**config.mk**
```make
export PLATFORM = sky130hd
export DESIGN_NAME = ipv4_prefix_route_table_top
export DESIGN_NICKNAME = d
export VERILOG_FILES = /design/src/rtl/iprt_pkg.sv /design/src/rtl/ipv4_prefix_route_table_top.sv /design/src/rtl/iprt_ram.sv
export VERILOG_INCLUDE_DIRS = /design/src /design/src/rtl
export SDC_FILE = /design/constraint.sdc
export NUM_CORES = 2
export LEC_CHECK = 0
export ABC_AREA = 1
export BUFFER_PORTS_ARGS = -buffer_cell sky130_fd_sc_hd__buf_4
export CAP_MARGIN = 15
export CORE_MARGIN = 3
export CORE_UTILIZATION = 55
export DETAILED_ROUTE_END_ITERATION = 12
export PLACE_DENSITY = 0.71
export SLEW_MARGIN = 20
export SYNTH_ARGS = -nofsm -noshare
export SYNTH_HDL_FRONTEND = slang
export SYNTH_SLANG_ARGS = --single-unit
```
**constraint.sdc**
```tcl
create_clock -name clk -period 10.4 [get_ports clk]
set_input_delay 2.08 -clock clk [delete_from_list [all_inputs] [get_ports clk]]
set_output_delay 2.08 -clock clk [all_outputs]
set_load 0.01 [all_outputs]
```
**src/rtl/assert_macros.svh**
```systemverilog
// ----------------------------------------------------------------------------
// Assertion macros
// Shared concurrent assertion forms, clocked on a rising edge and held off
// while reset is high.
// ----------------------------------------------------------------------------
`ifndef ASSERT_MACROS_SVH
`define ASSERT_MACROS_SVH

// Property holds at every edge outside reset.
`define ASSERT_ALWAYS(label, clk, rst, prop, msg) \
  label: assert property (@(posedge clk) disable iff (rst) (prop)) else $error(msg);

// Consequent holds in the cycle after the antecedent.
`define ASSERT_NEXT(label, clk, rst, ante, cons, msg) \
  label: assert property (@(posedge clk) disable iff (rst) (ante) |=> (cons)) else $error(msg);

`endif

```
**src/rtl/iprt_pkg.sv**
```systemverilog
// ----------------------------------------------------------------------------
// IPv4 prefix route table package
// Sizes, codes and the stored route layout shared by the table's modules.
// ----------------------------------------------------------------------------
package iprt_pkg;

  localparam int ROUTE_ENTRIES = 16;
  localparam int IDX_W         = (ROUTE_ENTRIES > 1) ? $clog2(ROUTE_ENTRIES) : 1;
  localparam int CNT_W         = $clog2(ROUTE_ENTRIES + 1);

  localparam logic [31:0] ALL_ONES = 32'hffff_ffff;

  localparam logic OP_LOOKUP = 1'b0;
  localparam logic OP_ADD    = 1'b1;

  localparam logic [1:0] ST_OK       = 2'd0;
  localparam logic [1:0] ST_NO_ROUTE = 2'd1;
  localparam logic [1:0] ST_BAD_MASK = 2'd2;
  localparam logic [1:0] ST_FULL     = 2'd3;

  typedef struct packed {
    logic [31:0] network;
    logic [31:0] mask;
    logic [31:0] source;
    logic [31:0] gateway;
    logic [7:0]  port;
    logic        via_gateway;
  } route_t;

  localparam int ROUTE_W = $bits(route_t);

endpackage

```
**src/rtl/ipv4_prefix_route_table_top.sv**
```systemverilog
// ----------------------------------------------------------------------------
// IPv4 prefix route table
// Bounded route store with longest-prefix-match lookup.
// ----------------------------------------------------------------------------
// Usage:
//   Input items arrive on s_tvalid/s_tready/s_tdata with the opcode in s_tuser.
//   An add item stores a route in the next free slot unless the netmask is not
//   a contiguous prefix or the table is full. A lookup item scans the stored
//   routes and returns the longest matching prefix, the later route winning
//   on equal length.
//   Every item yields exactly one result item on m_tvalid/m_tready/m_tdata,
//   with the status in m_tuser.
// Timing:
//   An add passes from S_IDLE to S_FINISH, which loads its result. A lookup
//   scans any stored routes in S_SCAN, reading the route memory one entry per
//   cycle through its single read port, then loads its result in S_FINISH. One
//   item is in work at a time; the next is accepted in the cycle after the
//   result is loaded, even while that result still waits.
// Reset:
//   Synchronous rst empties the table (count to zero) and drops any result.
//   Memory contents are not cleared; only entries below the count are read.
// Stall:
//   While m_tready is low the result is held and a finished item waits in
//   its final state, with s_tready low, until the result register frees.
// ----------------------------------------------------------------------------
`include "assert_macros.svh"

module ipv4_prefix_route_table_top (
  input  logic         clk,
  input  logic         rst,
  input  logic         s_tvalid,
  output logic         s_tready,
  // [31:0] address, [63:32] netmask, [95:64] iface_addr, [103:96] iface_number,
  // [104] use_gateway, [136:105] gateway_addr, [143:137] zero
  input  logic [143:0] s_tdata,
  // [0] opcode
  input  logic         s_tuser,
  output logic         m_tvalid,
  input  logic         m_tready,
  // [7:0] out_iface_number, [39:8] next_hop, [71:40] source_addr
  output logic [71:0]  m_tdata,
  // [1:0] status
  output logic [1:0]   m_tuser
);

  typedef enum logic [1:0] {
    S_IDLE,
    S_SCAN,
    S_FINISH
  } state_t;

  state_t state;

  logic                       item_accept;
  logic [31:0]                in_address;
  logic [31:0]                in_netmask;
  logic [31:0]                in_iface_addr;
  logic [7:0]                 in_iface_number;
  logic                       in_use_gateway;
  logic [31:0]                in_gateway_addr;
  logic                       mask_ok;
  logic                       table_full;
  logic                       wr_en;
  logic                       rd_en;
  logic [iprt_pkg::IDX_W-1:0] rd_addr;
  logic                       issue_more;
  iprt_pkg::route_t           wr_route;
  iprt_pkg::route_t           rd_route;
  logic                       hit;
  logic                       better;

  logic [iprt_pkg::CNT_W-1:0] route_count;
  logic [iprt_pkg::CNT_W-1:0] rd_ptr;
  logic                       pend;
  logic                       found;
  logic [31:0]                lk_addr;
  logic [1:0]                 res_status;
  logic [31:0]                best_mask;
  logic [31:0]                best_source;
  logic [31:0]                best_gateway;
  logic [7:0]                 best_port;
  logic                       best_via;

  assign in_address      = s_tdata[31:0];
  assign in_netmask      = s_tdata[63:32];
  assign in_iface_addr   = s_tdata[95:64];
  assign in_iface_number = s_tdata[103:96];
  assign in_use_gateway  = s_tdata[104];
  assign in_gateway_addr = s_tdata[136:105];

  assign s_tready    = (state == S_IDLE);
  assign item_accept = s_tvalid && s_tready;

  // contiguous prefix: the ones below the lowest set bit fill the word
  assign mask_ok    = ((in_netmask | (in_netmask - 32'd1)) == iprt_pkg::ALL_ONES);
  assign table_full = (route_count == iprt_pkg::CNT_W'(iprt_pkg::ROUTE_ENTRIES));
  assign wr_en      = item_accept && (s_tuser == iprt_pkg::OP_ADD) && mask_ok && !table_full;

  assign wr_route.network     = in_address;
  assign wr_route.mask        = in_netmask;
  assign wr_route.source      = in_iface_addr;
  assign wr_route.gateway     = in_gateway_addr;
  assign wr_route.port        = in_iface_number;
  assign wr_route.via_gateway = in_use_gateway;

  assign issue_more = (state == S_SCAN) && (rd_ptr < route_count);
  assign rd_en      = (item_accept && (s_tuser == iprt_pkg::OP_LOOKUP) &&
                       (route_count != '0)) || issue_more;
  assign rd_addr    = (state == S_SCAN) ? rd_ptr[iprt_pkg::IDX_W-1:0] : '0;

  // later entries win on equal mask, hence the >=
  assign hit    = ((lk_addr & rd_route.mask) == rd_route.network);
  assign better = hit && (!found || (rd_route.mask >= best_mask));

  iprt_ram #(
    .WIDTH (iprt_pkg::ROUTE_W),
    .DEPTH (iprt_pkg::ROUTE_ENTRIES)
  ) u_route_ram (
    .clk     (clk),
    .wr_en   (wr_en),
    .wr_addr (route_count[iprt_pkg::IDX_W-1:0]),
    .wr_data (wr_route),
    .rd_en   (rd_en),
    .rd_addr (rd_addr),
    .rd_data (rd_route)
  );

  always_ff @(posedge clk) begin
    if (rst) begin
      state       <= S_IDLE;
      route_count <= '0;
      rd_ptr      <= '0;
      pend        <= 1'b0;
      found       <= 1'b0;
      m_tvalid    <= 1'b0;
    end else begin
      // a loading finish sets the valid itself
      if (m_tvalid && m_tready && (state != S_FINISH)) begin
        m_tvalid <= 1'b0;
      end
      case (state)
        S_IDLE: begin
          if (item_accept) begin
            found <= 1'b0;
            if (s_tuser == iprt_pkg::OP_ADD) begin
              if (!mask_ok) begin
                res_status <= iprt_pkg::ST_BAD_MASK;
              end else if (table_full) begin
                res_status <= iprt_pkg::ST_FULL;
              end else begin
                res_status <= iprt_pkg::ST_OK;
              end
              if (wr_en) begin
                route_count <= route_count + iprt_pkg::CNT_W'(1);
              end
              state <= S_FINISH;
            end else begin
              lk_addr    <= in_address;
              res_status <= iprt_pkg::ST_NO_ROUTE;
              if (route_count == '0) begin
                state <= S_FINISH;
              end else begin
                // entry 0 is already being read
                rd_ptr <= iprt_pkg::CNT_W'(1);
                pend   <= 1'b1;
                state  <= S_SCAN;
              end
            end
          end
        end
        S_SCAN: begin
          if (pend && better) begin
            found        <= 1'b1;
            best_mask    <= rd_route.mask;
            best_source  <= rd_route.source;
            best_gateway <= rd_route.gateway;
            best_port    <= rd_route.port;
            best_via     <= rd_route.via_gateway;
          end
          pend <= issue_more;
          if (issue_more) begin
            rd_ptr <= rd_ptr + iprt_pkg::CNT_W'(1);
          end else begin
            state <= S_FINISH;
          end
        end
        S_FINISH: begin
          // hold until the result register is free
          if (!m_tvalid || m_tready) begin
            m_tvalid <= 1'b1;
            if (found) begin
              m_tuser        <= iprt_pkg::ST_OK;
              m_tdata[7:0]   <= best_port;
              m_tdata[39:8]  <= best_via ? best_gateway : lk_addr;
              m_tdata[71:40] <= best_source;
            end else begin
              m_tuser <= res_status;
              m_tdata <= '0;
            end
            state <= S_IDLE;
          end
        end
        default: begin
          state <= S_IDLE;
        end
      endcase
    end
  end

  `ASSERT_ALWAYS(a_count_bound, clk, rst,
    route_count <= iprt_pkg::CNT_W'(iprt_pkg::ROUTE_ENTRIES), "route count beyond table size")

  `ASSERT_ALWAYS(a_write_room, clk, rst,
    !wr_en || !table_full, "route write into a full table")

  `ASSERT_NEXT(a_count_step, clk, rst, wr_en,
    route_count == $past(route_count) + iprt_pkg::CNT_W'(1), "route count not advanced on add")

  `ASSERT_NEXT(a_result_load, clk, rst, (state == S_FINISH) && (!m_tvalid || m_tready),
    m_tvalid && (state == S_IDLE), "finished item not loaded into result register")

endmodule

```
**src/rtl/iprt_ram.sv**
```systemverilog
// ----------------------------------------------------------------------------
// Generic single-port-write, single-port-read RAM
// One write and one registered read per cycle.
// ----------------------------------------------------------------------------
module iprt_ram #(
  parameter int WIDTH = 8,
  parameter int DEPTH = 16
) (
  input  logic                                       clk,
  input  logic                                       wr_en,
  input  logic [((DEPTH > 1) ? $clog2(DEPTH) : 1)-1:0] wr_addr,
  input  logic [WIDTH-1:0]                           wr_data,
  input  logic                                       rd_en,
  input  logic [((DEPTH > 1) ? $clog2(DEPTH) : 1)-1:0] rd_addr,
  output logic [WIDTH-1:0]                           rd_data
);

  logic [WIDTH-1:0] mem [DEPTH];

  always_ff @(posedge clk) begin
    if (wr_en) begin
      mem[wr_addr] <= wr_data;
    end
    if (rd_en) begin
      rd_data <= mem[rd_addr];
    end
  end

endmodule
```
==> results_dict.tcl <==
set metrics [dict create \
    layout-area-overhead-vs-synth_pct 11.06 \
    clockRootBuffer "clkbuf_16" \
    drv.max_cap_violation_count 0 \
    clock_sink_count 2557 \
    num_vias 61430 \
    r2r_path_end "u_route_ram.rd_data[65]" \
    worst_pin_slew_ns 1.155 \
    synth_enable_flop_cells 2542 \
    synth_area_mm2 0.1004 \
    finalHoldWorstSlack_ns 0.4124 \
    antenna_violating_nets_post_route 0 \
    yosys-mux-area-fraction_pct 1.276 \
    cts.hold.buffers_added 0 \
    top_level_ports 225 \
    fmaxAchievable_mhz 179.9 \
    routed_via_density 6.166 \
    synth_cell_type_count 46 \
    hold_path.class "reg -> reg" \
    cp_max_fo 102 \
    h_tree_depth_reported_by_cts 4 \
    top_usage_layer "met2" \
    fin_skew_ns 0.04609 \
    report.final.slew_viol_count 0 \
    postSynthAreaPerCell_um2 13.79 \
    ys.warnings.count 0 \
    async_flop_share_pct 0 \
    instances_no_fill 9963 \
    worst_skew_pair.late_latency_ns 0.89 \
    drt_iter0_drc 8099 \
    syn-num-nets 7471 \
    critical_path_required_ns 10.90 \
    dieArea_mm2 0.1877 \
    synthAdderAreaFrac_pct 0.5109 \
    drt_wl_total_um 259100 \
    use_met2_pct 42.99 \
    synth_simple_gate_area_share_pct 10.78 \
    dieWidth_um 433.3 \
    grt_setup_unrepaired "no" \
    synth_seq_cells 2557 \
    placedCellCount 9509 \
    hpwl_um 130000 \
    cts_resized 0 \
    grt_antenna_before_repair 25 \
    critical_path.endpoint_type "flop" \
    slew_headroom_pct 23.00 \
    r2r_cells 10 \
    setup_viol_count_final 0 \
    cts-buffers-inserted 238 \
    drt_pre_antenna_iters 6 \
    drt_drc_violations_left 0 \
    global_route.usage.total_pct 27.33 \
    placement.setup.worst_slack_ns 3.958 \
    fin_tns_setup_ns 0 \
    seq_area_frac_synth_pct 76.33 \
    hold_viol_final 0 \
    worst_hold_startpoint "u_route_ram.rd_data[49]" \
    fin_util_pct 61.56 \
    synth_compound_area_share_pct 8.530 \
    min_period_ns 5.559 \
    outcome "finished clean" \
    ir_worst_vdd_uv 160.7 \
    cts_tree "yes" \
    cts_post_setup_buffers_inserted 0 \
    synth_top_family_by_area "simple AND/OR/NAND/NOR gates" \
    initial_utilization_pct 55.43 \
    crit-reg2reg-launch "rd_ptr[0]" \
    core_area_mm2 0.1811 \
    placementRows 156 \
    place.gp.congestion 0.8699 \
    worst_slack_ns 4.841 \
    globalRouteMet1Util_pct 37.97 \
    crit_path_start_kind "input port" \
    grt_max_degree 186 \
    synth_xor_area_share_pct 0.1309 \
    regToRegSetupSlack_ns 5.24 \
    timing.hold.worst_path_depth 0 \
    via_count_of_the_first_global_routing_pass 59220 \
    worst_setup_hold_path_clk_slew_ns 0.06 \
    p_per_area_mw_per_mm2 176.9 \
    synth-main-ff-cell "edfxtp_1" \
    path_class "in -> reg" \
    netlist_instances 7281 \
    worst-endpoint-arrival_ns 6.06 \
    grt_util_met3_pct 4.813 \
    nNetsFinal 7569 \
    hold_path_end "best_source[8]" \
    port_buffers 217 \
    power_leakage_nw 37.97 \
    routed_wire_length_per_instance_um 26.00 \
    grt_first_pass_wirelength_um 380500 \
    post-route-period-util_pct 53.45 \
    grt_remaining_overflow 0 \
    layout-drive-gt1-share_pct 12.91 \
    die_h_um 433.3 \
    maximum_count_of_clock_buffers_along_a_single_path 3 \
]
placed cells by master, fill, tap and decap left out, types with 127 or more instances in the layout:
master / count
a21oi_1: 221
buf_4: 292
mux2i_1: 128
o21ai_0: 659
clkbuf_16: 241
edfxtp_1: 2542
nor2_1: 1025
o21ai_1: 127
nand2_1: 585
nand3_1: 489
or2_2: 293
inv_1: 133
o211ai_1: 290
worst max-delay path: stages:
cell and delay [ns]:
buf_4 0.20, nor2_1 0.19, nand2_1 0.13, nor2_4 0.12
nand2_1 0.08, o21ai_1 0.20, nand2_1 0.09, nor2_2 0.11
nand3_2 0.21, nor3_4 0.39, nand3_2 0.29, nor2_4 0.59
buf_12 0.68, buf_4 0.55
layout make-up:
cell class	instances	area, µm²
repair buffers	311	2572
flip-flops and latches	2557	76640
inverters	140	559.3
diodes	19	47.55
fillers	13160	69630
clock inverters	143	1028
clock buffers	292	6222
well taps	2370	2965
multi-input cells	4131	21470
synthesized netlist by cell type, types with 15 or more instances:
| cell type | n | area (µm²) |
|---|---|---|
| a21oi_1 | 221 | 1106 |
| buf_1 | 32 | 120.1 |
| buf_2 | 122 | 610.6 |
| clkbuf_1 | 282 | 1059 |
| dfxtp_1 | 15 | 300.3 |
| edfxtp_1 | 2542 | 76330 |
| ha_1 | 41 | 513.0 |
| inv_1 | 135 | 506.7 |
| mux2i_1 | 128 | 1281 |
| nand2_1 | 587 | 2203 |
| nand3_1 | 489 | 2447 |
| nor2_1 | 1042 | 3911 |
| o211ai_1 | 290 | 2177 |
| o21ai_0 | 659 | 3298 |
| o21ai_1 | 127 | 635.6 |
| o221ai_1 | 17 | 148.9 |
| o22ai_1 | 84 | 525.5 |
| o32ai_1 | 60 | 525.5 |
| or2_2 | 293 | 1833 |
flip-flops by register name, indices dropped and copies added, names as in the netlist, 5 cells and up:
signal               count
best_gateway            32
best_mask               32
best_port                8
best_source             32
lk_addr                 32
m_tdata                 72
rd_ptr                   5
route_count              5
u_route_ram.mem       2192
u_route_ram.rd_data    137
routing by layer:
| layer | vias up | share of wire, % |
|---|---|---|
| li1 | 27120 | - |
| met1 | 30550 | 39 |
| met2 | 3203 | 47 |
| met3 | 552 | 9.4 |
| met4 | 10 | 4.2 |
| met5 | - | 0.023 |
report_power, final:
part	total, W	switching, W	internal, W
registers	0.0113	0.00000793	0.0113
logic	0.000223	0.000167	0.0000563
clock network	0.00817	0.00369	0.00448
total	0.0197	0.00387	0.0159
worst max path at each step:
stage                start                      to  slack, ns
6_report       s_tdata[38]  u_route_ram.mem[0][73]       4.84
3_5_place_dp   s_tdata[38]  u_route_ram.mem[0][51]       3.96
2_1_floorplan  s_tdata[40]   u_route_ram.mem[0][0]       0.76
5_1_grt        s_tdata[40]  u_route_ram.mem[0][73]       4.62
4_1_cts        s_tdata[38]  u_route_ram.mem[0][73]       4.85
3_3_place_gp   s_tdata[40]  u_route_ram.mem[0][51]       3.93
stage by stage:
step | cell area (µm²) | total power, W
floorplan | 100400 | 0.01158
finish | 111500 | 0.01972
global route | 111500 | 0.02022
detailed placement | 104200 | 0.01177
global placement | 104200 | 0.01176
CTS | 111500 | 0.01981
cell families (layout without fill, tap and decap cells):
logic type	count (synthesis)	in the layout
flip-flops	2557	2557
AND/OR/NAND/NOR	2470	2470
AO/OA/AOI/OAI	1477	1477
buffers and inverters	593	886
multiplexers	128	128
adder cells (fa/ha/maj)	41	41
XOR/XNOR	15	15
other	0	19
(Power assumes the default switching activity.)
